[config.mk]
export PLATFORM = sky130hd
export DESIGN_NAME = prr_back
export DESIGN_NICKNAME = d
export VERILOG_FILES = /design/src/rtl/prr_pkg.sv /design/src/rtl/prr_back.sv
export SDC_FILE = /design/constraint.sdc
export NUM_CORES = 2
export LEC_CHECK = 0
export ABC_CLOCK_PERIOD_IN_PS = 25100
export BUFFER_PORTS_ARGS = -buffer_cell sky130_fd_sc_hd__buf_2
export CAP_MARGIN = 25
export CELL_PAD_IN_SITES_DETAIL_PLACEMENT = 0
export CELL_PAD_IN_SITES_GLOBAL_PLACEMENT = 1
export CORE_MARGIN = 2
export CORE_UTILIZATION = 25
export DETAILED_ROUTE_END_ITERATION = 8
export PLACE_DENSITY_LB_ADDON = 0.3
export RECOVER_POWER = 25
export SKIP_CTS_REPAIR_TIMING = 1
export SLEW_MARGIN = 20
export SYNTH_ARGS = -nofsm -noshare
export SYNTH_HDL_FRONTEND = slang
export SYNTH_SLANG_ARGS = --single-unit
[constraint.sdc]
create_clock -name clk -period 25.1 [get_ports clk]
set_input_delay 5.02 -clock clk [delete_from_list [all_inputs] [get_ports clk]]
set_output_delay 5.02 -clock clk [all_outputs]
set_load 0.02 [all_outputs]
[src/rtl/prr_pkg.sv]
// Shared types, constants and register codes for the PRR congestion window block.
`timescale 1ns / 1ps

package prr_pkg;

  // Widths fixed by the beat formats
  localparam int BYTE_W     = 32;
  localparam int SEG_W      = 16;
  localparam int CFG_IDX_W  = 1;
  localparam int CFG_DATA_W = 16;

  // Widest episode counter; job fields carry counters zero-extended to this
  localparam int CNT_W = 32;

  // Defaults handed to the top level
  localparam int BYTE_COUNT_WIDTH_DEF = 32;
  localparam int JOB_DEPTH_DEF        = 2;
  localparam int RESULT_DEPTH_DEF     = 2;

  // Register reset values
  localparam logic             SACK_RESET = 1'b1;
  localparam logic [SEG_W-1:0] SEG_RESET  = 16'd1448;

  // Configuration register indexes
  typedef enum logic [CFG_IDX_W-1:0] {
    CFG_SACK_ENABLED = 1'b0,
    CFG_SEGMENT_SIZE = 1'b1
  } prr_cfg_idx_t;

  // Event codes
  typedef enum logic [1:0] {
    OP_ENTER = 2'd0,
    OP_ACK   = 2'd1,
    OP_SENT  = 2'd2
  } prr_op_t;

  // Input beat
  typedef struct packed {
    prr_op_t           op;
    logic [BYTE_W-1:0] unacked_bytes;
    logic [BYTE_W-1:0] sacked_bytes;
    logic [BYTE_W-1:0] delivered_bytes;
    logic              is_dup_ack;
    logic              retrans_acked;
    logic [BYTE_W-1:0] bytes_in_flight;
    logic [BYTE_W-1:0] ss_thresh;
    logic [BYTE_W-1:0] bytes_sent;
  } prr_item_t;

  // Result beat
  typedef struct packed {
    logic [BYTE_W-1:0] cwnd;
    logic              cwnd_updated;
    logic [BYTE_W-1:0] send_count;
    logic              reduction_mode;
  } prr_result_t;

  // Classified work handed from the front end to the back end
  typedef struct packed {
    logic              no_update;
    logic [CNT_W-1:0]  delivered_total;
    logic [CNT_W-1:0]  sent_total;
    logic [CNT_W-1:0]  recover_flight;
    logic [BYTE_W:0]   delivered;
    logic [BYTE_W-1:0] bytes_in_flight;
    logic [BYTE_W-1:0] ss_thresh;
    logic              safe_ack;
    logic [SEG_W-1:0]  segment_size;
  } prr_job_t;

endpackage

[src/rtl/prr_back.sv]
// Back end: send count (proportional via bit-serial divider, or conservative) and window.
`timescale 1ns / 1ps

module prr_back #(
  parameter int BYTE_COUNT_WIDTH = prr_pkg::BYTE_COUNT_WIDTH_DEF
) (
  input  logic                 clk,
  input  logic                 rst,
  input  logic                 job_empty,
  output logic                 job_pop,
  input  prr_pkg::prr_job_t    job,
  output logic                 res_push,
  input  logic                 res_full,
  output prr_pkg::prr_result_t res
);

  import prr_pkg::*;

  localparam int W     = BYTE_COUNT_WIDTH;
  localparam int DVD_W = W + BYTE_W;
  localparam int SC_W  = 2 * BYTE_W;
  localparam int DCW   = $clog2(DVD_W);
  localparam logic [SC_W-1:0] BYTE_MAX = SC_W'({BYTE_W{1'b1}});

  typedef enum logic [3:0] {
    B_IDLE,
    B_MUL,
    B_DIV,
    B_CEIL,
    B_SUB,
    B_LIM,
    B_ROOM,
    B_FIN,
    B_OUT
  } state_t;

  state_t            state;
  prr_job_t          j;
  logic              prop;
  logic [DVD_W-1:0]  dvd;
  logic [W-1:0]      rem;
  logic [DCW-1:0]    cnt;
  logic [SC_W-1:0]   sc_raw;
  logic [BYTE_W-1:0] room;

  logic [W-1:0]      dsr;
  logic [W:0]        rem_sh;
  logic [W:0]        rem_sub;
  logic              ge;
  logic [W-1:0]      rem_next;
  logic [SC_W-1:0]   st_ext;
  logic [CNT_W-1:0]  lim0;
  logic [BYTE_W:0]   lim1;
  logic [SC_W-1:0]   lim2;
  logic [SC_W-1:0]   flr;
  logic [SC_W-1:0]   scf;
  logic [BYTE_W-1:0] sc32;
  logic [BYTE_W:0]   cw_sum;
  logic [BYTE_W-1:0] cw;

  // Restoring divider step, one quotient bit a cycle; empty flight divides by one
  assign dsr      = (j.recover_flight[W-1:0] == '0) ? W'(1) : j.recover_flight[W-1:0];
  assign rem_sh   = {rem, dvd[DVD_W-1]};
  assign ge       = (rem_sh >= {1'b0, dsr});
  assign rem_sub  = rem_sh - {1'b0, dsr};
  assign rem_next = ge ? rem_sub[W-1:0] : rem_sh[W-1:0];

  // Conservative limit: max(delivered - sent, delivered now), plus one segment on a safe ACK
  assign st_ext = SC_W'(j.sent_total);
  assign lim0   = (j.delivered_total > j.sent_total) ? (j.delivered_total - j.sent_total) : '0;
  assign lim1   = ((BYTE_W + 1)'(lim0) < j.delivered) ? j.delivered : (BYTE_W + 1)'(lim0);
  assign lim2   = sc_raw + (j.safe_ack ? SC_W'(j.segment_size) : '0);

  // First-send floor, saturation and window
  assign flr    = (j.sent_total == '0) ? SC_W'(j.segment_size) : '0;
  assign scf    = (sc_raw < flr) ? flr : sc_raw;
  assign sc32   = (scf > BYTE_MAX) ? {BYTE_W{1'b1}} : scf[BYTE_W-1:0];
  assign cw_sum = (BYTE_W + 1)'(j.bytes_in_flight) + (BYTE_W + 1)'(sc32);
  assign cw     = cw_sum[BYTE_W] ? {BYTE_W{1'b1}} : cw_sum[BYTE_W-1:0];

  assign job_pop  = (state == B_IDLE) && !job_empty;
  assign res_push = (state == B_OUT);

  // Sequencer and datapath registers
  always_ff @(posedge clk) begin
    if (rst) begin
      state <= B_IDLE;
    end else begin
      unique case (state)
        B_IDLE: begin
          if (!job_empty) begin
            j    <= job;
            prop <= (job.bytes_in_flight > job.ss_thresh);
            if (job.no_update) begin
              res   <= '0;
              state <= B_OUT;
            end else if (job.bytes_in_flight > job.ss_thresh) begin
              state <= B_MUL;
            end else begin
              state <= B_LIM;
            end
          end
        end
        B_MUL: begin
          dvd   <= DVD_W'(j.delivered_total[W-1:0]) * DVD_W'(j.ss_thresh);
          rem   <= '0;
          cnt   <= '0;
          state <= B_DIV;
        end
        B_DIV: begin
          dvd <= {dvd[DVD_W-2:0], ge};
          rem <= rem_next;
          cnt <= cnt + DCW'(1);
          if (cnt == DCW'(DVD_W - 1)) begin
            state <= B_CEIL;
          end
        end
        B_CEIL: begin
          // round up on a non-zero remainder
          sc_raw <= SC_W'(dvd) + SC_W'(rem != '0);
          state  <= B_SUB;
        end
        B_SUB: begin
          sc_raw <= (sc_raw > st_ext) ? (sc_raw - st_ext) : '0;
          state  <= B_FIN;
        end
        B_LIM: begin
          sc_raw <= SC_W'(lim1);
          room   <= j.ss_thresh - j.bytes_in_flight;
          state  <= B_ROOM;
        end
        B_ROOM: begin
          sc_raw <= (lim2 < SC_W'(room)) ? lim2 : SC_W'(room);
          state  <= B_FIN;
        end
        B_FIN: begin
          res.cwnd           <= cw;
          res.cwnd_updated   <= 1'b1;
          res.send_count     <= sc32;
          res.reduction_mode <= !prop;
          state              <= B_OUT;
        end
        B_OUT: begin
          if (!res_full) begin
            state <= B_IDLE;
          end
        end
        default: state <= B_IDLE;
      endcase
    end
  end

endmodule

Word level (Yosys, flattened, before mapping)
Index checks and enable logic that the tools add are counted.
{ "word_totals": {"ff_bits": 479, "in_bits": 215, "out_inout_bits": 68, "elab_cells": 92} }
{ "op_classes": {"n_addsub": 8, "mul": 1, "order_cmp": 8, "n_eq_ne": 13, "n_mux": 24, "n_bitwise": 2, "n_reduce_logical": 17} }
{ "op_table": {"columns": ["cell", "count"], "rows": [
  ["64-bit case mux with 4 select lines", 1],
  ["64-bit 2-to-1 mux", 3],
  ["32-bit 2-to-1 mux", 5],
  ["66-bit 2-to-1 mux", 2],
  ["66-bit case mux with 2 select lines", 1],
  ["64-bit case mux with 2 select lines", 1],
  ["32-bit subtractor", 3],
  ["64-bit by 1-bit adder with 64-bit output", 1],
  ["64-bit by 16-bit adder with 64-bit output", 1],
  ["32-bit greater-than comparator", 2],
  ["64-bit by 32-bit greater-than comparator with 1-bit output", 1],
  ["64-bit by 32-bit greater-than comparator with 1-bit output (second input constant)", 1],
  ["32-bit zero test", 2],
  ["64-bit by 16-bit less-than comparator with 1-bit output", 1],
  ["64-bit by 32-bit less-than comparator with 1-bit output", 1],
  ["32-bit by 32-bit multiplier with 64-bit output", 1],
  ["32-bit case mux with 2 select lines", 1],
  ["64-bit by 32-bit subtractor with 64-bit output", 1],
  ["32-bit by 32-bit adder with 33-bit output", 1],
  ["33-bit by 32-bit greater-or-equal comparator with 1-bit output", 1],
  ["32-bit by 33-bit less-than comparator with 1-bit output", 1],
  ["33-bit 2-to-1 mux", 1],
  ["16-bit 2-to-1 mux", 2],
  ["4-bit case mux with 8 select lines", 1],
  ["other kinds (21)", 37]
]} }

Logic depth before layout (Yosys ltp)
{ "logic_depth": {"ltp_word": 9, "mapped_depth": 29, "mapped_depth_nobuf": 28} }

Least setup slack after synthesis
Ideal clock, no wire load.
{ "synth_path": {"path_kind": "input to register", "start": "input port rst", "end": "register j[0] (netlist name), enable pin", "setup_time_ns": 1.044, "t_arrival_ns": 19.531, "t_required_ns": 24.056, "setup_slack_ns": 4.525, "cell_stages": 2, "n_path_buf": 1, "path_cell_list": "buf_1 nor3_1"} }
{ "synth_via": {"elab_chain_len": 2} }
{ "synth_rtl": {"columns": ["element", "line_no", "rtl"], "rows": [
  ["start: declaration", "prr_back.sv:8", "input logic rst,"],
  ["1-bit NOT (no source line)", null, null],
  ["3-bit AND reduction (no source line)", null, null],
  ["end signal: assignment", "prr_back.sv:92", "j <= job;"],
  ["end: declaration", "prr_back.sv:38", "prr_job_t j;"]
]} }
No other way between the ends.
A chain may end at the register's enable or synchronous reset.

Worst setup path after layout
{ "layout_path": {"start": "input port job_empty", "end": "output port job_pop"} }
{ "layout_via": {"elab_chain_len": 2} }
{ "layout_rtl": {"columns": ["element", "line_no", "rtl"], "rows": [
  ["start: declaration", "prr_back.sv:9", "input logic job_empty,"],
  ["1-bit zero test", null, null],
  ["1-bit logical AND", "prr_back.sv:81", "assign job_pop = (state == B_IDLE) && !job_empty;"],
  ["end: declaration", "prr_back.sv:10", "output logic job_pop,"]
]} }
No other way between the ends.

==> flow_summary.ini <==
[cts]
cts_tree = yes
root_buffer = clkbuf_16
clk_latency_ns = 0.75
clk_pin_slew_worst_paths_ns = 0.06
htree_levels = 2
cts.sinks = 479
cts_buffers = 57
cts_buffer_depth = 3

[synthesis]
netlist_area_um2 = 65800
yosys.area.top_type = fa_1
synthTopCellsByCount = inv_1 (1218), nand2_1 (1081), fa_1 (902), ha_1 (550), edfxtp_1 (475)
synth_area_per_cell_um2 = 9.280
syn_inst = 7090
yosys_warnings = 0
synthesis.nets = 8757
ys_seq_area_share_pct = 21.80
synth_flop_cell = edfxtp_1
yosys.cell_types.count = 91
synth_async_sr_flop_share_pct = 0
synth_seq_cells = 479
synth-edff-count = 475
synth.area.top_cells = fa_1 (27%), edfxtp_1 (22%), ha_1 (10%)
synth_top_cell_area_share_pct = 27.44
yosysMostFrequentCell = inv_1

[global_route]
grtUsageTotal_pct = 18.70
grt_max_degree = 70
antenna_found_initial = 20
grt_pass1_vias = 53825
grt-ovfl-total = 0
grt_pass1_wl_um = 369000

[sta]
relSlewSlack_pct = -110.9
tns_ns = 0
grt_setup_unrepaired = false
hold_viol = 0
finalSetupViolations = 0
finClkSkew_ns = 0.05520
period_share_pct = 41.93
fin_crit_ns = 10.52
max_slew.worst_pin.slew_ns = 3.164
final_max_slew_viol_count = 274
fmax_mhz = 95.02

[detailed_routing]
wirelength_um = 251900
drc = 0
drt_iter0_drc = 3609
firstDrtPassIters = 5
routed_via_density = 4.826
wl_per_cell_um = 23.35
antenna_left = 0
vias = 52080

[flow_run]
cap_violations = 6

[floorplan]
dieArea_um2 = 267300
pin_count = 283
die_y_um = 517.0
initial_core_util_pct = 25.11
num_rows = 188
die_w_um = 517.0
core-area_um2 = 262000

[worst_setup_path]
cp-start-kind = input pin
arrival_ns = 5.50
endpoint_kind = primary output
path_class = input pin to primary output
required_ns = 20.08
path_max_fanout = 3

[min_path]
hp-class = register to register

[layout]
nNetsFinal = 8886
drive_gt1_share_pct = 6.358
register_area_um2 = 14340
multi_input_area_um2 = 45720
area_growth_pct = 11.12
fill_cells = 28034

[place]
portBuffers = 282
gp_congestion = 0.9233
dp_hpwl_um = 194100

[run_status]
failed_checks = max-capacitance violations, max-slew violations
status = complete, but fails checks
[through the flow]
stage	worst slack (ns)	cell area [um^2]	util, %	instances	hold slack, ns
finish	14.58	73110	27.90	10791	0.5464
global route	14.58	73090	27.89	10784	0.5844
CTS	14.59	73230	27.95	10780	0.5525
detailed placement	14.59	71230	27.18	10673	0.5428
global placement	14.57	71210	27.17	10670	0.5380
floorplan	4.525	65800	-	7090	0.5045
[state kept, by name, summed over array words and instances, names as in the netlist]
name and flops:
state 4, cnt 6, dvd 64, sc_raw 64
room 32, res 66, rem 32, prop 1
j 210
[worst paths after layout]
check             slack, ns  endpoint  cells after the start  startpoint
setup / recovery      14.58   job_pop                      3   job_empty
hold / removal         0.55    res[0]                      1        prop
setup reg to reg      15.75   dvd[57]                     29      j[190]
hold reg to reg        0.55    res[0]                      1        prop
[per-layer routing]
layer,wire (um),share of wire (%),track usage [%],up-vias
li1,-,-,-,23398
met1,105700,42,23.51,26738
met2,121600,48,32.30,1551
met3,11030,4.4,1.652,391
met4,13670,5.4,8.689,2
met5,9,0.0036,0,-
[cell usage in the layout (no fill, tap or decap), types with 95 or more instances in the layout]
cell,instances
xnor2_1,194
nand2_1,1082
edfxtp_1,475
clkbuf_1,120
nor2_1,263
inv_1,1218
o21ai_0,173
buf_2,173
fa_1,902
and2_1,264
ha_1,550
a21o_1,165
a21oi_1,329
xor2_1,136
buf_4,96
nand3_1,95
[final cells by class]
cell class | count | area share (%)
Tap cell | 3515 | 6.016
Timing Repair Buffer | 386 | 2.805
Clock buffer | 62 | 1.977
Clock inverter | 45 | 0.7616
Inverter | 1218 | 6.254
Multi-Input combinational cell | 5077 | 62.54
Sequential cell | 479 | 19.62
Antenna cell | 9 | 0.03081
[logic make-up after synthesis]
logic type	count (synthesis)	share of synthesized area (%)
xor gates and xnor gates	330	4.393
AOI/OAI and AO/OA	1043	10.23
buffers and inverters	1534	8.810
adders and majority gates	1452	37.90
and+or+nand+nor	2161	15.34
muxes	91	1.525
DFF	479	21.80
[worst max-delay path, stage by stage]
cell and delay [ns]:
buf_2 0.12, nor2_1 0.16, buf_2 0.20
Power is left out: the tool's default activity adds up to more than one toggle a clock period on the data nets, which glitch-free logic cannot reach.
