===== src/rtl/prr_pkg.sv =====
// Shared types, constants and register codes for the PRR congestion window block.
`timescale 1ns / 1ps

package prr_pkg;

  // Widths fixed by the beat formats
  localparam int BYTE_W     = 32;
  localparam int SEG_W      = 16;
  localparam int CFG_IDX_W  = 1;
  localparam int CFG_DATA_W = 16;

  // Widest episode counter; job fields carry counters zero-extended to this
  localparam int CNT_W = 32;

  // Defaults handed to the top level
  localparam int BYTE_COUNT_WIDTH_DEF = 32;
  localparam int JOB_DEPTH_DEF        = 2;
  localparam int RESULT_DEPTH_DEF     = 2;

  // Register reset values
  localparam logic             SACK_RESET = 1'b1;
  localparam logic [SEG_W-1:0] SEG_RESET  = 16'd1448;

  // Configuration register indexes
  typedef enum logic [CFG_IDX_W-1:0] {
    CFG_SACK_ENABLED = 1'b0,
    CFG_SEGMENT_SIZE = 1'b1
  } prr_cfg_idx_t;

  // Event codes
  typedef enum logic [1:0] {
    OP_ENTER = 2'd0,
    OP_ACK   = 2'd1,
    OP_SENT  = 2'd2
  } prr_op_t;

  // Input beat
  typedef struct packed {
    prr_op_t           op;
    logic [BYTE_W-1:0] unacked_bytes;
    logic [BYTE_W-1:0] sacked_bytes;
    logic [BYTE_W-1:0] delivered_bytes;
    logic              is_dup_ack;
    logic              retrans_acked;
    logic [BYTE_W-1:0] bytes_in_flight;
    logic [BYTE_W-1:0] ss_thresh;
    logic [BYTE_W-1:0] bytes_sent;
  } prr_item_t;

  // Result beat
  typedef struct packed {
    logic [BYTE_W-1:0] cwnd;
    logic              cwnd_updated;
    logic [BYTE_W-1:0] send_count;
    logic              reduction_mode;
  } prr_result_t;

  // Classified work handed from the front end to the back end
  typedef struct packed {
    logic              no_update;
    logic [CNT_W-1:0]  delivered_total;
    logic [CNT_W-1:0]  sent_total;
    logic [CNT_W-1:0]  recover_flight;
    logic [BYTE_W:0]   delivered;
    logic [BYTE_W-1:0] bytes_in_flight;
    logic [BYTE_W-1:0] ss_thresh;
    logic              safe_ack;
    logic [SEG_W-1:0]  segment_size;
  } prr_job_t;

endpackage


===== src/rtl/prr_front.sv =====
// Front end: takes event beats, keeps the episode counters and config, emits jobs.
`timescale 1ns / 1ps

module prr_front #(
  parameter int BYTE_COUNT_WIDTH = prr_pkg::BYTE_COUNT_WIDTH_DEF
) (
  input  logic                            clk,
  input  logic                            rst,
  input  logic                            push,
  output logic                            full,
  input  prr_pkg::prr_item_t              item,
  input  logic                            cfg_write,
  input  logic [prr_pkg::CFG_IDX_W-1:0]   cfg_index,
  input  logic [prr_pkg::CFG_DATA_W-1:0]  cfg_data,
  output logic                            job_push,
  input  logic                            job_full,
  output prr_pkg::prr_job_t               job
);

  import prr_pkg::*;

  localparam int W     = BYTE_COUNT_WIDTH;
  localparam int SUM_W = BYTE_W + 2;
  localparam logic [SUM_W-1:0] CNT_MAX_EXT = SUM_W'({W{1'b1}});

  typedef enum logic [2:0] {
    F_IDLE,
    F_PREP,
    F_FLOOR,
    F_DELIV,
    F_TOTAL,
    F_PUSH
  } state_t;

  state_t           state;
  prr_item_t        beat;
  logic             sack_enabled;
  logic [SEG_W-1:0] segment_size;
  logic [W-1:0]     delivered_total;
  logic [W-1:0]     sent_total;
  logic [W-1:0]     recover_flight;
  logic [BYTE_W:0]  pos;
  logic [BYTE_W:0]  deliv_adj;
  logic             no_update;

  logic [SUM_W-1:0] sent_sum;
  logic [SUM_W-1:0] flight_diff;
  logic [SUM_W-1:0] flight_pos;
  logic [SUM_W-1:0] flight_size;
  logic [SUM_W-1:0] deliv_total_sum;
  logic [BYTE_W:0]  deliv_sum;
  logic             dup_ack;
  logic             add_seg;

  function automatic logic [W-1:0] sat_cnt(input logic [SUM_W-1:0] v);
    sat_cnt = (v > CNT_MAX_EXT) ? {W{1'b1}} : v[W-1:0];
  endfunction

  // Send counter update
  assign sent_sum = SUM_W'(sent_total) + SUM_W'(beat.bytes_sent);

  // Recovery flight size: SACK view floored at one segment, or the unacked bytes without SACK
  assign flight_diff = SUM_W'(pos) - SUM_W'(beat.sacked_bytes);

  always_comb begin
    if (sack_enabled) begin
      flight_pos  = (!flight_diff[SUM_W-1] && (flight_diff != '0)) ? flight_diff : '0;
      flight_size = (flight_pos < SUM_W'(segment_size)) ? SUM_W'(segment_size) : flight_pos;
    end else begin
      flight_pos  = '0;
      flight_size = SUM_W'(beat.unacked_bytes);
    end
  end

  // A duplicate ACK or an entry without SACK counts one segment while under the bound
  assign dup_ack   = (beat.op == OP_ENTER) || beat.is_dup_ack;
  assign add_seg   = dup_ack && !sack_enabled && (delivered_total < recover_flight);
  assign deliv_sum = (BYTE_W + 1)'(beat.delivered_bytes)
                   + (add_seg ? (BYTE_W + 1)'(segment_size) : '0);

  assign deliv_total_sum = SUM_W'(delivered_total) + SUM_W'(deliv_adj);

  // Job towards the back end
  assign full     = (state != F_IDLE);
  assign job_push = (state == F_PUSH);

  always_comb begin
    job.no_update       = no_update;
    job.delivered_total = CNT_W'(delivered_total);
    job.sent_total      = CNT_W'(sent_total);
    job.recover_flight  = CNT_W'(recover_flight);
    job.delivered       = deliv_adj;
    job.bytes_in_flight = beat.bytes_in_flight;
    job.ss_thresh       = beat.ss_thresh;
    job.safe_ack        = beat.retrans_acked;
    job.segment_size    = segment_size;
  end

  // Sequencer, episode state and configuration
  always_ff @(posedge clk) begin
    if (rst) begin
      state           <= F_IDLE;
      sack_enabled    <= SACK_RESET;
      segment_size    <= SEG_RESET;
      delivered_total <= '0;
      sent_total      <= '0;
      recover_flight  <= W'(1);
      no_update       <= 1'b0;
    end else begin
      if (cfg_write) begin
        unique case (cfg_index)
          CFG_SACK_ENABLED: sack_enabled <= cfg_data[0];
          CFG_SEGMENT_SIZE: segment_size <= cfg_data[SEG_W-1:0];
        endcase
      end

      unique case (state)
        F_IDLE: begin
          if (push) begin
            beat  <= item;
            state <= F_PREP;
          end
        end
        F_PREP: begin
          unique case (beat.op)
            OP_ENTER: begin
              pos             <= (BYTE_W + 1)'(beat.unacked_bytes)
                               + (BYTE_W + 1)'(beat.delivered_bytes);
              delivered_total <= '0;
              sent_total      <= '0;
              state           <= F_FLOOR;
            end
            OP_ACK: begin
              state <= F_DELIV;
            end
            OP_SENT: begin
              sent_total <= sat_cnt(sent_sum);
              no_update  <= 1'b1;
              state      <= F_PUSH;
            end
            default: begin
              no_update <= 1'b1;
              state     <= F_PUSH;
            end
          endcase
        end
        F_FLOOR: begin
          recover_flight <= sat_cnt(flight_size);
          state          <= F_DELIV;
        end
        F_DELIV: begin
          deliv_adj <= deliv_sum;
          state     <= F_TOTAL;
        end
        F_TOTAL: begin
          if (deliv_adj == '0) begin
            no_update <= 1'b1;
          end else begin
            delivered_total <= sat_cnt(deliv_total_sum);
            no_update       <= 1'b0;
          end
          state <= F_PUSH;
        end
        F_PUSH: begin
          if (!job_full) begin
            state <= F_IDLE;
          end
        end
        default: state <= F_IDLE;
      endcase
    end
  end

endmodule


===== config.mk =====
export PLATFORM = sky130hd
export DESIGN_NAME = prr_front
export DESIGN_NICKNAME = d
export VERILOG_FILES = /design/src/rtl/prr_pkg.sv /design/src/rtl/prr_front.sv
export SDC_FILE = /design/constraint.sdc
export NUM_CORES = 1
export LEC_CHECK = 0
export BUFFER_PORTS_ARGS = -buffer_cell sky130_fd_sc_hd__buf_2
export CORE_MARGIN = 4
export CORE_UTILIZATION = 50
export CTS_CLUSTER_DIAMETER = 150
export DETAILED_ROUTE_END_ITERATION = 8
export PLACE_DENSITY = 0.73
export SETUP_SLACK_MARGIN = 0.3
export SYNTH_ARGS = -nofsm -noshare
export SYNTH_HDL_FRONTEND = slang
export SYNTH_SLANG_ARGS = --single-unit

===== constraint.sdc =====
create_clock -name clk -period 25.1 [get_ports clk]
set_input_delay 5.02 -clock clk [delete_from_list [all_inputs] [get_ports clk]]
set_output_delay 5.02 -clock clk [all_outputs]
set_load 0.02 [all_outputs]

* After elaboration in Yosys (flattened, before gate mapping)
Index checks and enable logic that the tools add are counted.
W data, S select, Z words.
** Word-level totals
- Register bits after elaboration :: 379
- Latch bits :: 0
- Memory bits (writable) :: 0
- Bits in read-only memories :: 0
- Input port bits :: 218
- Output and inout port bits :: 213
- Word-level logic and storage cells :: 83
- Memories kept :: 0
** Cells by class
- Add/sub/neg operators :: 5
- $mul :: 0
- Div/mod/pow operators :: 0
- Order comparisons :: 5
- Eq/ne operators :: 12
- Shift-type cells :: 0
- Multiplexer cells :: 18
- Bitwise logic cells :: 2
- Reduce and logical (&&, ||, !) cells :: 23
** Operators by type and width (number)
- $mux W32 :: 5
- $pmux W32 S2 :: 2
- $mux W34 :: 3
- $gt A34 B32 Y1 const B :: 2
- $add A32 B32 Y33 :: 2
- $add A32 B33 Y34 :: 1
- $lt A34 B16 Y1 :: 1
- $reduce_bool A34 Y1 :: 1
- $sub A33 B32 Y34 :: 1
- $add A32 B16 Y33 :: 1
- $gt A33 B32 Y1 const B :: 1
- $logic_not A33 Y1 :: 1
- $lt A32 B32 Y1 :: 1
- $pmux W3 S6 :: 1
- $mux W16 :: 1
- $reduce_and A2 Y1 :: 6
- $ne A2 B2 Y1 const B :: 5
- $reduce_and A3 Y1 :: 3
- $eq A3 B2 Y1 const B :: 2
- $eq A3 B3 Y1 const B :: 2
- $mux W3 :: 2
- $pmux W3 S2 :: 1
- $reduce_bool A2 Y1 :: 2
- $eq A3 B1 Y1 const B :: 1
- other kinds (12) :: 17

* Logic depth before layout (Yosys ltp)
- Depth in word-level cells :: 9
- Depth in mapped cells :: 28

* Worst setup path after synthesis
Ideal clock, no wire load.
- Path type :: input port to flip-flop
- Start :: in rst
- End :: reg beat[0] in the netlist's numbering, enable pin
- Setup time :: 1.033 ns
- Data arrival time :: 19.787 ns
- Data required time :: 24.067 ns
- Path slack :: 4.280 ns
- Cell stages on the path :: 4
- Cells stage by stage :: clkbuf_1 > clkbuf_1 > clkbuf_1 > nor3b_1
** On the way
- Cells in the longest elaborated chain, start to end :: 2
** RTL lines
- start, declared :: line prr_front.sv:8 : input logic rst,
- $not A1 Y1 (no source line)
- $reduce_and A3 Y1 (no source line)
- end signal, assigned :: line prr_front.sv:120 : beat <= item;
- end, declared :: line prr_front.sv:36 : prr_item_t beat;
Every way passes these cells.
A chain may end at the register's enable or synchronous reset.

* Worst setup path in the final report
- Start :: reg recover_flight[1]
- End :: reg deliv_adj[18] (data pin)
** On the way
- Cells in the longest elaborated chain, start to end :: 4
** RTL lines
- start, declared :: line prr_front.sv:41 : logic [W-1:0] recover_flight;
- start signal, assigned :: line prr_front.sv:148 : recover_flight <= sat_cnt(flight_size);
- $lt A32 B32 Y1 :: line prr_front.sv:77 : assign add_seg = dup_ack && !sack_enabled && (delivered_total < recover_flight);
- $logic_and A1 B1 Y1 :: line prr_front.sv:77
- $mux W16 :: line prr_front.sv:79 : + (add_seg ? (BYTE_W + 1)'(segment_size) : '0);
- $add A32 B16 Y33 :: line prr_front.sv:79
- via deliv_sum[18] :: line prr_front.sv:51 : logic [BYTE_W:0] deliv_sum;
- end signal, assigned :: line prr_front.sv:152 : deliv_adj <= deliv_sum;
- end, declared :: line prr_front.sv:43 : logic [BYTE_W:0] deliv_adj;
The timed path passes the listed nets, and every way through them passes these cells.

==> run summary <==
Number of I/O pins -> 431
Netlist Area Pre-Place -> 22600 um^2
Data arrival, critical path -> 7.32 ns
HP Start -> sent_total[15]
Vias post-DR -> 18965
Worst Tran Pin Value -> 1.22 ns
Crit Path Max Fanout -> 17
Clock Path Buffers -> 3
Clock input transition at the sequential cells of the worst setup and hold paths -> 0.06 ns
CP required -> 25.45 ns
Post-cts sizing count -> 0
Seq cells post-synth -> 379
Power Density -> 64.8 nW/um^2
TNS Setup -> 0 ns
Post-Syn Instances -> 2217
Slew HR -> 0.182
Tcrit/Tclk final -> 0.278
Commonest cells in the synthesized netlist -> edfxtp_1 (262), ha_1 (190), nand2_1 (176)
Clock period minus final worst setup slack -> 6.97 ns
TritonCTS clock tree -> built
Startpoint types -> flop
Final hold vios -> 0
Fin nets -> 2982
Count leader, synth -> edfxtp_1
Area share of the largest cell type after synthesis -> 0.349
Commonest register cell after synthesis -> edfxtp_1
MaxCap Viol Count -> 0
RR Startpoint -> recover_flight[1]
Fraction of registers with async set/reset -> 0
Iteration-0 DRC Markers -> 1701
Filler cells -> 3753
Skew-Pair Late Insertion Delay -> 0.58 ns
Routed vias/inst -> 5.93
R2r endpoint -> deliv_adj[18]
RSZ-0062 raised after global routing -> false
Kind of critical path -> flop to flop
Number of routed nets with antenna violations -> 0
Post-CTS Repair Setup Buffers -> 0
Drt pass-1 iters -> 6
Power Total -> 1700 uW
Vias in the first global route -> 18277
First-pass GRT wire length -> 103000 um
Area contributors post-synth -> edfxtp_1 (35%), ha_1 (11%), dfxtp_1 (10%), a21oi_1 (3.7%), xnor2_1 (3.5%)
Slew Viols, Final -> 0
Status -> completed
Yosys warns -> 0
Largest net degree at the start of global routing -> 76
Cts bufs inserted -> 42
Total core area -> 44400 um^2
R2r setup slk -> 18.13 ns
R2R cell count -> 26
Die Wd -> 220 um
Die Height -> 220 um
Clock Tree Root -> clkbuf_16
HP Class -> flop to flop
Total track usage -> 0.273
Sequential fraction of the synthesis area -> 0.452
Wirelength per Cell -> 21.6 um
Gp weighted congestion -> 0.945
Initial antenna violation count -> 3
Layout cell share with drive strength beyond 1 -> 0.216
Number of synthesized flops with an enable pin -> 262
Sink Count -> 379
Synth area leader -> edfxtp_1
Core Rows -> 77
CP endpoint kind -> flop
Endpoints failing setup -> 0
Initial Utilization -> 0.508
Final wirelength -> 69100 um
HPWL after DPL -> 54200 um
Layout area overhead -> 16.3%
Max Clock Freq -> 0.143 GHz
Leak -> 0.0113 uW
Max H-tree Level -> 2
Gr ovfl total -> 0
Synthesized area per cell -> 10.2 um^2
WHS Endpoint -> sent_total[15]
DRC Markers -> 0
Syn_nets -> 2630
Hold Buf Count CTS -> 0
Die ar. -> 48600 um^2
Worst VDD drop -> 0.0000771 V
Hold Crit Depth -> 2
Post-synthesis cell type count -> 92
CP Launch Point -> recover_flight[1]
Port bufs -> 430
Final Skew -> 0.0253 ns
==> worst max-delay path: stages (launching register included) <==
cell       delay [ns]
dfxtp_1          0.33
inv_1            0.09
ha_1             0.30
a21o_1           0.15
a21o_1           0.16
a21o_1           0.16
a21o_1           0.16
a21o_1           0.16
a21o_1           0.18
a2111oi_0        0.40
nor4_1           0.14
o311a_1          0.57
nor2_1           0.19
ha_1             0.19
inv_1            0.06
fa_1             0.41
nor2b_1          0.12
o21ai_0          0.10
a21boi_0         0.25
o21ai_0          0.13
a21oi_1          0.22
o21ai_0          0.13
a21boi_0         0.28
o21ai_0          0.26
a2111oi_0        0.79
nor2_1           0.35
o311ai_0         0.43
==> cells by family (layout without fill, tap and decap cells) <==
| logic type | Yosys count | count (layout) | synth area share |
|---|---|---|---|
| compound gates | 651 | 651 | 0.200 |
| simple gates | 577 | 577 | 0.127 |
| flops | 379 | 379 | 0.452 |
| buf+inv | 283 | 667 | 0.0597 |
| fa+ha+maj | 195 | 195 | 0.110 |
| xor+xnor | 127 | 127 | 0.0493 |
| mux | 5 | 5 | 0.00238 |
| other cells | 0 | 3 | 0 |
==> layout by cell type, fill, tap and decap left out, types with 6 or more instances in the layout <==
cell type,netlist,final
buf_2,7,430
inv_1,140,140
o21a_1,27,27
xor2_1,36,36
nor4_1,30,30
a31oi_1,21,20
a21boi_0,7,7
nand3_1,42,42
a211o_1,12,12
clkbuf_16,0,44
o2111ai_1,12,12
a21o_1,69,69
buf_4,71,19
a21oi_1,169,169
clkinv_2,0,10
nand4_1,26,26
a2111oi_0,6,6
o311a_1,11,11
o31ai_1,7,7
nand2_1,176,176
ha_1,190,190
o211ai_1,29,29
or3_1,13,13
nor3_1,50,48
dfxtp_1,117,117
a211oi_1,32,31
and3_1,19,19
edfxtp_1,262,262
xnor2_1,91,91
a221oi_1,18,18
a221o_1,26,26
o21bai_1,19,19
nand3b_1,17,17
and2_1,17,17
o31a_1,9,9
o21ai_0,110,110
a311oi_1,6,6
nor2b_1,21,20
nor2_1,112,112
nand2b_1,25,24
==> through the flow <==
stage	instance area, um^2	instances	setup slack [ns]	utilization	hold slack [ns]
final	26200	3196	18.13	0.591	0.465
after global routing	26200	3195	17.54	0.591	0.478
after CTS	26200	3193	18.22	0.591	0.466
after detailed placement	24800	3117	17.60	0.559	0.457
after global placement	24800	3117	17.69	0.559	0.454
after floorplan	22600	2217	4.28	-	0.469
==> worst max-delay path by stage <==
stage | to | cells past startpoint
finish | deliv_adj[18] | 26
global route | deliv_adj[18] | 26
CTS | beat[191] | 4
detailed placement | beat[113] | 4
global placement | job[50] | 4
floorplan | beat[0] | 4
==> sequential cells by signal (all words and copies together), names as in the netlist <==
register,cells
state,3
delivered_total,32
no_update,1
pos,33
beat,131
recover_flight,32
segment_size,16
sack_enabled,1
sent_total,32
job,65
deliv_adj,33
==> metal layers <==
layer / GRT usage / vias to the layer above / part of all wire
met1: 0.361 / 9013 / 0.42
met4: 0.117 / 2 / 0.044
met3: 0.0688 / 149 / 0.091
met2: 0.426 / 844 / 0.45
met5: 0 / - / 0.00019
li1: - / 8957 / -
==> cell type report <==
cell class	count	area [um^2]	share of cell area
diodes	3	7.51	0.000286
clock buffers	52	1170	0.0446
clock inverters	24	236	0.00901
inverters	142	536	0.0204
multi-input cells	1555	11000	0.421
flip-flops and latches	379	10200	0.389
well taps	592	741	0.0282
repair buffers	449	2290	0.0874
==> power by group <==
| part | internal, uW | switching (uW) |
|---|---|---|
| logic | 128 | 202 |
| registers | 707 | 31.4 |
| clock network | 374 | 258 |
Note: power is estimated with default switching activity, not from simulation.
