===== config.mk =====
export PLATFORM = sky130hd
export DESIGN_NAME = prr_fifo
export DESIGN_NICKNAME = d
export VERILOG_FILES = /design/src/rtl/prr_fifo.sv
export SDC_FILE = /design/constraint.sdc
export NUM_CORES = 1
export LEC_CHECK = 0
export BUFFER_PORTS_ARGS = -buffer_cell sky130_fd_sc_hd__clkbuf_2
export CAP_MARGIN = 15
export CORE_MARGIN = 1.5
export CORE_UTILIZATION = 45
export DETAILED_ROUTE_END_ITERATION = 10
export PLACE_DENSITY = 0.79
export SLEW_MARGIN = 30
export SYNTH_ARGS = -nofsm -noshare
export SYNTH_HDL_FRONTEND = slang
export SYNTH_SLANG_ARGS = --single-unit

===== constraint.sdc =====
create_clock -name clk -period 3.85 [get_ports clk]
set_input_delay 0.1925 -clock clk [delete_from_list [all_inputs] [get_ports clk]]
set_output_delay 0.1925 -clock clk [all_outputs]
set_load 0.02 [all_outputs]

===== src/rtl/prr_fifo.sv =====
// Small register queue used between the stages and on the result side.
`timescale 1ns / 1ps

module prr_fifo #(
  parameter int WIDTH = 8,
  parameter int DEPTH = 2
) (
  input  logic             clk,
  input  logic             rst,
  input  logic             wr_en,
  input  logic [WIDTH-1:0] wr_data,
  output logic             full,
  input  logic             rd_en,
  output logic [WIDTH-1:0] rd_data,
  output logic             empty
);

  localparam int AW = (DEPTH > 1) ? $clog2(DEPTH) : 1;
  localparam int CW = $clog2(DEPTH + 1);

  logic [WIDTH-1:0] mem [DEPTH];
  logic [AW-1:0]    wr_ptr;
  logic [AW-1:0]    rd_ptr;
  logic [CW-1:0]    count;
  logic             do_wr;
  logic             do_rd;

  assign full    = (count == CW'(DEPTH));
  assign empty   = (count == '0);
  assign do_wr   = wr_en && !full;
  assign do_rd   = rd_en && !empty;
  assign rd_data = mem[rd_ptr];

  // Pointers and fill level
  always_ff @(posedge clk) begin
    if (rst) begin
      wr_ptr <= '0;
      rd_ptr <= '0;
      count  <= '0;
    end else begin
      if (do_wr) begin
        wr_ptr <= (wr_ptr == AW'(DEPTH - 1)) ? '0 : wr_ptr + AW'(1);
      end
      if (do_rd) begin
        rd_ptr <= (rd_ptr == AW'(DEPTH - 1)) ? '0 : rd_ptr + AW'(1);
      end
      if (do_wr && !do_rd) begin
        count <= count + CW'(1);
      end else if (do_rd && !do_wr) begin
        count <= count - CW'(1);
      end
    end
  end

  // Storage
  always_ff @(posedge clk) begin
    if (do_wr) begin
      mem[wr_ptr] <= wr_data;
    end
  end

endmodule


== Yosys cells after proc, flatten, opt, wreduce, memory -nomap -nowiden ==
Memory sizes are Yosys's and may differ from the RTL's. A register that Yosys moved wholly into a read port is not among the register bits.
Index checks and enable logic that the tools add are counted.

* Add/subtract/negate cells: 4
* Equal/unequal tests: 1
* Multiplexer cells: 8
* Reduce and logical (&&, ||, !) cells: 10

{| class="wikitable"
|+ Operators with widths
! kind !! number
|-
| 1-bit 2-to-1 mux || 6
|-
| 1-bit logical AND || 4
|-
| 1-bit logical NOT || 4
|-
| 2-bit 2-to-1 mux || 2
|-
| 1-bit adder (second input constant) || 2
|-
| 2-bit by 1-bit adder with 2-bit output (second input constant) || 1
|-
| 2-bit equality test (second input constant) || 1
|-
| 2-bit logical NOT || 1
|-
| 2-bit nonzero test || 1
|-
| 2-bit by 1-bit subtractor with 2-bit output (second input constant) || 1
|}

* Flip-flop bits (word level): 4
* Bits in writable memories: 16
* Input bits: 12
* Output and inout port bits: 10
* Word-level logic and storage cells: 27
* Memories: 1

{| class="wikitable"
|+ Memories
! memory !! depth !! width !! read ports !! clocked after memory_dff !! write ports !! RTL line !! RTL
|-
| mem || 2 || 8 || 1 || 1 || 1 || 21 || <nowiki>logic [WIDTH-1:0] mem [DEPTH];</nowiki>
|}

== Logic depth before layout (Yosys ltp) ==
Gate-level depths: netlist of run 1.

* Word-level depth: 7
* Mapped depth: 6
* Depth with buffers taken out: 6

== Worst setup path before layout of run 1 ==
OpenSTA, ideal clock, no wires.

* Path type: register to register
* Start: register count[1]
* End: register count[1]
* Setup time: 0.070 ns
* Arrival: 1.517 ns
* Required time: 3.780 ns
* Slack: 2.263 ns
* Cell stages (with the launch flop): 6
* Buffers on the path: 0
* Clock period less this slack: 1.587 ns
* Path through: dfxtp_1 nor2b_2 nor2_1 ha_1 or3_1 a21oi_1

* Cells in the longest elaborated chain, start to end: 6
* Elaborated cells on any way between the ends: 15
* Those cells by class: 2 x add/sub; 1 x eq/ne; 2 x mux; 10 x reduce/logical

{| class="wikitable"
|+ RTL lines
! what !! RTL line !! RTL
|-
| start, declared || 24 || <nowiki>logic [CW-1:0] count;</nowiki>
|-
| start signal, assigned || 48 || <nowiki>count <= count + CW'(1);</nowiki>
|-
| start signal, assigned || 50 || <nowiki>count <= count - CW'(1);</nowiki>
|-
| 2-bit equality test (*) || 28 || <nowiki>assign full = (count == CW'(DEPTH));</nowiki>
|-
| named net full || 12 || <nowiki>output logic full,</nowiki>
|-
| 1-bit logical NOT (*) || 30 || <nowiki>assign do_wr = wr_en && !full;</nowiki>
|-
| 1-bit logical AND (*) || 30 ||
|-
| 1-bit logical NOT || 49 || <nowiki>end else if (do_rd && !do_wr) begin</nowiki>
|-
| 1-bit logical AND || 49 ||
|-
| 2-bit nonzero test (no line) || n/a ||
|}

Mark *: on every way through the listed nets, which the timed path passes. The rest lies on a longest branch. The select of a mux whose other input is x is not followed.
A chain may end at the register's enable or synchronous reset.

== Final worst setup path of run 1 ==
* Start: register count[0]
* End: register count[1]

* Cells in the longest elaborated chain, start to end: 6
* Elaborated cells on any way between the ends: 15
* Those cells by class: 2 x add/sub; 1 x eq/ne; 2 x mux; 10 x reduce/logical

{| class="wikitable"
|+ RTL lines
! what !! RTL line
|-
| 2-bit equality test or 2-bit logical NOT (tied branches) || 28, 29
|-
| 1-bit logical NOT (on tied branches) || 30, 31
|-
| 1-bit logical AND (on tied branches) || 30, 31
|-
| 1-bit logical NOT (on tied branches) || 49, 47
|-
| 1-bit logical AND (on tied branches) || 49, 47
|-
| 2-bit nonzero test (no line) or 2-bit 2-to-1 mux (tied branches) || n/a
|}

Several ways; a longest one is shown, not always the timed one. The select of a mux whose other input is x is not followed.

==> qor.json, run 1 <==
{
  "timing.max_slew.rel_slack": 0.7502,
  "dieWidth_um": 44.99,
  "status": "finished, final reports clean",
  "postLayoutCellArea_um2": 939.7,
  "synth_cells": 50,
  "grt_start_max_net_pins": 12,
  "route.vias.total": 460,
  "synth_top_cells_by_count": "sky130_fd_sc_hd__edfxtp_1, sky130_fd_sc_hd__mux2_2, sky130_fd_sc_hd__dfxtp_1, sky130_fd_sc_hd__nor2_1",
  "synthesis.area_um2": 793.3,
  "post_layout_instance_count_excluding_filler_cells": 90,
  "maximum_clock_frequency_mhz": 625.8,
  "dpl.cell_count": 86,
  "synth.most_common_cell": "sky130_fd_sc_hd__edfxtp_1",
  "fin_setup_tns_ns": 0,
  "dpl_cell_area_um2": 913.4,
  "regToRegStartpoint": "count[0]",
  "core_um2": 1577,
  "static_leakage_power_nw": 0.3821,
  "report.final.hold_viol_count": 0,
  "place.detailed.hpwl_um": 870.2,
  "number_of_clock_buffers_inserted_by_tritoncts": 3,
  "core.rowCount": 14,
  "buffer_ports.inserted": 21,
  "timing_worst_setup_path_type": "flip-flop to flip-flop",
  "antennaDiodeCount": 0,
  "rsz0062_at_grt": "false",
  "cts_sinks": 21,
  "post_route_cells_drive_above_1_share": 0.4459,
  "max-vdd-ir-drop_mv": 0.3414,
  "yosys_register_bits": 21,
  "number_of_synthesized_flops_with_an_enable_pin": 16,
  "layout_worst_path_cycle_share": 0.4150,
  "cts-root-to-sink-buffers": 2,
  "latest_clock_arrival_within_the_worst_skew_pair_ns": 0.28,
  "firstDrtPassIters": 2,
  "final-max-slew-violation-count": 0,
  "final.setup_skew_ns": 0.002331,
  "crit_path_max_fanout": 5,
  "layout.nets": 88,
  "boundaryPins": 22,
  "power-per-cell-area_nw_per_um2": 667.1,
  "groute.usage.overall": 0.1271,
  "critPathCaptureType": "flip-flop",
  "wire_length_of_the_first_global_routing_pass_um": 1787,
  "cts.clk_slew.worst_paths_ns": 0.10,
  "synth-seq-area-share": 0.7319,
  "finalHoldWorstSlack_ns": 0.08901,
  "synthesis.area_per_instance_um2": 15.87,
  "yosys-top-cells-area": "sky130_fd_sc_hd__edfxtp_1, sky130_fd_sc_hd__dfxtp_1, sky130_fd_sc_hd__mux2_2",
  "drc_errors": 0,
  "pre_cts_ws_ns": 2.281,
  "synth_cell_types": 13,
  "grt_antenna_before_repair": 0,
  "synth_fp_nets": 63,
  "critPathLaunchType": "flip-flop",
  "fp.dieH_um": 44.99,
  "fp.dieArea_um2": 2024,
  "cts_tree": "built",
  "hp-class": "primary input to flip-flop",
  "critPathArrivalTime_ns": 1.82,
  "post_cts_setup_buffer_count": 0,
  "overall_routed_net_length_um": 1159,
  "hold_start": "wr_data[6]",
  "netlist.area_leader.share": 0.6057,
  "synth_flop_cell": "sky130_fd_sc_hd__edfxtp_1",
  "wire_per_inst_um": 12.88,
  "number_of_nets_with_antenna_violations_after_routing": 0,
  "globalplace.congestion": 0.7371,
  "clock_tree.root_cell": "sky130_fd_sc_hd__clkbuf_4",
  "required_ns": 4.07,
  "globalRoute.totalOverflow": 0,
  "layout-area-overhead-vs-synth_pct": 18.45,
  "max_slew.worst_pin.slew_ns": 0.3747,
  "initial_util": 0.5032,
  "finalSetupViolations": 0,
  "yosys_warnings": 0,
  "synthDominantAreaCellType": "sky130_fd_sc_hd__edfxtp_1",
  "finalWorstSetupSlack_ns": 2.252,
  "crit_start": "count[0]",
  "via_per_inst": 5.111,
  "number_of_global_route_vias_before_repair": 449,
  "async_reset_ff_frac": 0,
  "drt_first_iter_violations": 4,
  "cts.repair.resized": 0,
  "post_cts_hold_buffer_count": 0,
  "final_critical_path_required_period_ns": 1.598,
  "maxCapViolCount": 0,
  "cts_htree_levels": 1
}
## critical path: stages (launching register included)
cell	delay, ns
sky130_fd_sc_hd__dfxtp_1	0.45
sky130_fd_sc_hd__nor2b_2	0.09
sky130_fd_sc_hd__nor2_1	0.17
sky130_fd_sc_hd__ha_1	0.30
sky130_fd_sc_hd__or3_1	0.38
sky130_fd_sc_hd__a21oi_1	0.15
## cell type report
cell class              count  area [um2]
clock buffers               4       26.28
fillers                   132       636.9
inverters                   2       7.507
multi-input cells          26       200.2
flip-flops and latches     21       580.6
well taps                  16       20.02
repair buffers             21       105.1
## report_power, final
part	total (mW)	internal, mW	leakage (nW)	switching [mW]
registers	0.319	0.289	0.191	0.0295
clock network	0.0968	0.0402	0.0150	0.0566
logic	0.211	0.0886	0.176	0.123
## path summary, 6_finish.rpt
path | to | slack, ns | cells after the start
max reg2reg | count[1] | 2.25 | 5
max | count[1] | 2.25 | 5
min | mem[1][6] | 0.09 | 1
min reg2reg | wr_ptr | 0.50 | 2
## cells in the final DEF, fill, tap and decap left out
cell / netlist / routed
sky130_fd_sc_hd__clkbuf_2: 0 / 21
sky130_fd_sc_hd__edfxtp_1: 16 / 16
sky130_fd_sc_hd__mux2_2: 8 / 8
sky130_fd_sc_hd__nor2_1: 5 / 5
sky130_fd_sc_hd__dfxtp_1: 5 / 5
sky130_fd_sc_hd__o21ai_0: 3 / 3
sky130_fd_sc_hd__xor2_1: 3 / 3
sky130_fd_sc_hd__clkbuf_4: 0 / 3
sky130_fd_sc_hd__inv_1: 2 / 2
sky130_fd_sc_hd__or3_1: 2 / 2
sky130_fd_sc_hd__a21oi_1: 2 / 2
sky130_fd_sc_hd__nor2b_2: 1 / 1
sky130_fd_sc_hd__and2_1: 1 / 1
sky130_fd_sc_hd__ha_1: 1 / 1
sky130_fd_sc_hd__clkbuf_1: 0 / 1
## layer usage
layer,global-route usage,wire (um),vias up
li1,-,-,229
met1,0.1520,526,216
met2,0.2029,558,13
met3,0.02800,65,2
met4,0.08824,9,0
met5,0,0,-
## stage by stage
| step | power, mW | util |
|---|---|---|
| floorplan | 0.4723 | - |
| global placement | 0.5259 | 0.5794 |
| detailed placement | 0.5358 | 0.5794 |
| CTS | 0.6348 | 0.5960 |
| global route | 0.6645 | 0.5960 |
| finish | 0.6268 | 0.5960 |
## flip-flops by register name (all words and copies together) (netlist names), named ones only
signal	flops
count	2
mem	16
rd_ptr	1
wr_ptr	1
## logic make-up after synthesis
| family | share of synthesized area |
|---|---|
| simple gates | 0.05837 |
| xor+xnor | 0.03313 |
| fa+ha+maj | 0.01577 |
| mux | 0.1136 |
| flops | 0.7319 |
| compound gates | 0.03154 |
| buf+inv | 0.01577 |
No activity file was read; power rests on OpenSTA's default activity.
==> inputs of run 2 (changes only) <==
clock period = 1.6 ns   (was 3.85 ns; I/O delays follow)
==> qor.json, run 2 (synthesis gave the netlist of run 1 again) <==
{
  "core.rowCount": {"value": 14, "change": "unchanged"},
  "globalplace.congestion": {"value": 0.7286, "change": "-1.2%"},
  "regToRegStartpoint": "count[1]",
  "met2_length": {"value": 575, "unit": "um", "change": "+3.0%"},
  "layout.cells.most_common": "sky130_fd_sc_hd__clkbuf_2",
  "cells_traversed_along_the_worst_timing_path": "nor2b_4 > nor2_1 > ha_1 > or3_1 > a21oi_1",
  "number_of_global_route_vias_before_repair": {"value": 488, "change": "+8.7%"},
  "drt_first_iter_violations": {"value": 4, "change": "unchanged"},
  "fillers": {"value": 120, "change": "-9.1%"},
  "multi_input_area": {"value": 205.2, "unit": "um2", "change": "+2.5%"},
  "power-per-cell-area": {"value": 1481, "unit": "nW/um2", "change": "+120%"},
  "rr_worst_depth": {"value": 5, "change": "unchanged"},
  "grt_antenna_before_repair": {"value": 0, "change": "unchanged"},
  "timing_worst_setup_path_type": "flip-flop to flip-flop",
  "regArea": {"value": 583.1, "unit": "um2", "change": "+0.43%"},
  "postLayoutCellArea": {"value": 1045, "unit": "um2", "change": "+11%"},
  "layout-area-overhead-vs-synth_pct": 31.70,
  "hp-class": "primary input to flip-flop",
  "number_of_nets_with_antenna_violations_after_routing": {"value": 0, "change": "unchanged"},
  "final_critical_path_required_period": {"value": 1.498, "unit": "ns", "change": "-0.1000 ns"},
  "detailroute.wirelength.met3": {"value": 57, "unit": "um", "change": "-12%"},
  "timing.max_slew.rel_slack": {"value": 0.7466, "change": "-0.003525"},
  "crit_path_max_fanout": {"value": 5, "change": "unchanged"},
  "globalRoute.totalOverflow": {"value": 0, "change": "unchanged"},
  "fin_setup_tns": {"value": 0, "unit": "ns", "change": "unchanged"},
  "max-vdd-ir-drop": {"value": 1.029, "unit": "mV", "change": "+200%"},
  "critPathTopFamily": "simple AND/OR/NAND/NOR gates",
  "largestRegisters": "mem: 16 flops, count: 2 flops",
  "required": {"value": 1.82, "unit": "ns", "change": "-2.25 ns"},
  "clock_tree.root_cell": "sky130_fd_sc_hd__clkbuf_4",
  "dpl_cell_area": {"value": 920.9, "unit": "um2", "change": "+0.82%"},
  "wire_per_inst": {"value": 11.75, "unit": "um", "change": "-8.8%"},
  "hold_start": "wr_en",
  "status": "finished, final reports clean",
  "static_leakage_power": {"value": 0.4261, "unit": "nW", "change": "+12%"},
  "max_slew.worst_pin.slew": {"value": 0.3800, "unit": "ns", "change": "+0.005288 ns"},
  "latest_clock_arrival_within_the_worst_skew_pair": {"value": 0.29, "unit": "ns", "change": "about the same"},
  "post_layout_instance_count_excluding_filler_cells": {"value": 100, "change": "+11%"},
  "layout_worst_path_cycle_share": {"value": 0.9362, "change": "+0.5211"},
  "rsz0062_at_grt": "false",
  "final-max-slew-violation-count": {"value": 0, "change": "unchanged"},
  "fp.dieH": {"value": 44.99, "unit": "um", "change": "unchanged"},
  "cts_htree_levels": {"value": 1, "change": "unchanged"},
  "fp.dieArea": {"value": 2024, "unit": "um2", "change": "unchanged"},
  "max_stage_delay": {"value": 0.38, "unit": "ns", "change": "-0.07 ns"},
  "reg2reg_slack": {"value": 0.10, "unit": "ns", "change": "-2.15 ns"},
  "maximum_clock_frequency": {"value": 667.6, "unit": "MHz", "change": "+6.7%"},
  "critPathArrivalTime": {"value": 1.72, "unit": "ns", "change": "-0.10 ns"},
  "registers.top_by_ff_count": "mem",
  "overall_routed_net_length": {"value": 1175, "unit": "um", "change": "+1.4%"},
  "largest_register_ff_count": {"value": 16, "change": "unchanged"},
  "groute.usage.overall": {"value": 0.1389, "change": "+0.01175"},
  "firstDrtPassIters": {"value": 3, "change": "+1"},
  "post_route_cells_drive_above_1_share": {"value": 0.4286, "change": "-0.01737"},
  "grt_start_max_net_pins": {"value": 12, "change": "unchanged"},
  "wire_length_of_the_first_global_routing_pass": {"value": 1932, "unit": "um", "change": "+8.1%"},
  "m1WireLength": {"value": 533, "unit": "um", "change": "+1.3%"},
  "critPathLaunchType": "flip-flop",
  "finalHoldWorstSlack": {"value": 0.1611, "unit": "ns", "change": "+0.07204 ns"},
  "cts.clk_slew.worst_paths": {"value": 0.11, "unit": "ns", "change": "about the same"},
  "route.vias.total": {"value": 499, "change": "+8.5%"},
  "hold_path_depth": {"value": 4, "change": "+3"},
  "critical_path.n_buffers_inverters": {"value": 0, "change": "unchanged"},
  "layout_common_cells": "sky130_fd_sc_hd__clkbuf_2, sky130_fd_sc_hd__edfxtp_1, sky130_fd_sc_hd__dlygate4sd3_1, sky130_fd_sc_hd__mux2_2, sky130_fd_sc_hd__nor2_1",
  "report.final.hold_viol_count": {"value": 0, "change": "unchanged"},
  "drc_errors": {"value": 0, "change": "unchanged"},
  "cts_sinks": {"value": 21, "change": "unchanged"},
  "crit_path_top_delay_cell": "sky130_fd_sc_hd__or3_1",
  "critPathCaptureType": "flip-flop",
  "antennaDiodeCount": {"value": 0, "change": "unchanged"},
  "dpl.cell_count": {"value": 87, "change": "+1.2%"},
  "dieWidth": {"value": 44.99, "unit": "um", "change": "unchanged"},
  "final.setup_skew": {"value": 0.003494, "unit": "ns", "change": "+0.001163 ns"},
  "r2r_end": "count[1]",
  "hold_end": "wr_ptr",
  "maxCapViolCount": {"value": 0, "change": "unchanged"},
  "highest-signal-layer": "met4",
  "finalSetupViolations": {"value": 0, "change": "unchanged"},
  "cts_tree": "built",
  "cts-root-to-sink-buffers": {"value": 2, "change": "unchanged"},
  "buffer_ports.inserted": {"value": 21, "change": "unchanged"},
  "core": {"value": 1577, "unit": "um2", "change": "unchanged"},
  "boundaryPins": {"value": 22, "change": "unchanged"},
  "via_per_inst": {"value": 4.990, "change": "-2.4%"},
  "layout.nets": {"value": 98, "change": "+11%"},
  "number_of_clock_buffers_inserted_by_tritoncts": {"value": 3, "change": "unchanged"},
  "initial_util": {"value": 0.5032, "change": "unchanged"}
}
-- run 2: through the flow --
step | power [mW] | setup slack (ns) | utilization
2_1_floorplan | 1.136 | 0.01344 | -
3_3_place_gp | 1.277 | 0.1432 | 0.5841
3_5_place_dp | 1.293 | 0.04919 | 0.5841
4_1_cts | 1.551 | 0.02172 | 0.6579
5_1_grt | 1.647 | 0.01632 | 0.6627
6_report | 1.547 | 0.1021 | 0.6627
-- run 2: where the power goes --
group | switching [mW] | internal (mW)
logic | 0.290 | 0.245
registers | 0.0744 | 0.701
clock network | 0.140 | 0.0968
total | 0.504 | 1.04
-- run 2: worst reg2reg max path: cells and delay by family, from the launching register on --
kind / cells / cell delay, ns
AOI/OAI and AO/OA: 1 / 0.15
adders and majority gates: 1 / 0.30
DFF: 1 / 0.37
and+or+nand+nor: 3 / 0.61
-- run 2: timing repair --
item,4_1_cts,5_1_grt
hold buffers,9,0
endpoints found under the hold margin,20,0
setup endpoints to repair,0,1
setup buffers,0,0
resized for setup,0,3
-- run 2: layer usage --
metal	GRT usage	vias to the layer above
li1	-	249
met1	0.1622	235
met2	0.2257	13
met3	0.03600	2
met4	0.08824	0
met5	0	-
-- run 2: worst max path at each step --
| stage | from | endpoint | cells past startpoint | slack, ns |
|---|---|---|---|---|
| 6_report | count[1] | count[1] | 5 | 0.10 |
| 2_1_floorplan | count[1] | count[1] | 5 | 0.01 |
| 5_1_grt | count[1] | count[1] | 5 | 0.02 |
| 3_5_place_dp | count[1] | count[1] | 5 | 0.05 |
| 3_3_place_gp | count[1] | count[1] | 5 | 0.14 |
| 4_1_cts | count[1] | count[1] | 5 | 0.02 |
-- run 2: cell type report --
type	instances	share of cell area
inverter	2	0.007186
clock buffer	4	0.02515
sequential	21	0.5581
timing repair buffer	31	0.1940
multi-input combinational	26	0.1964
tap	16	0.01916
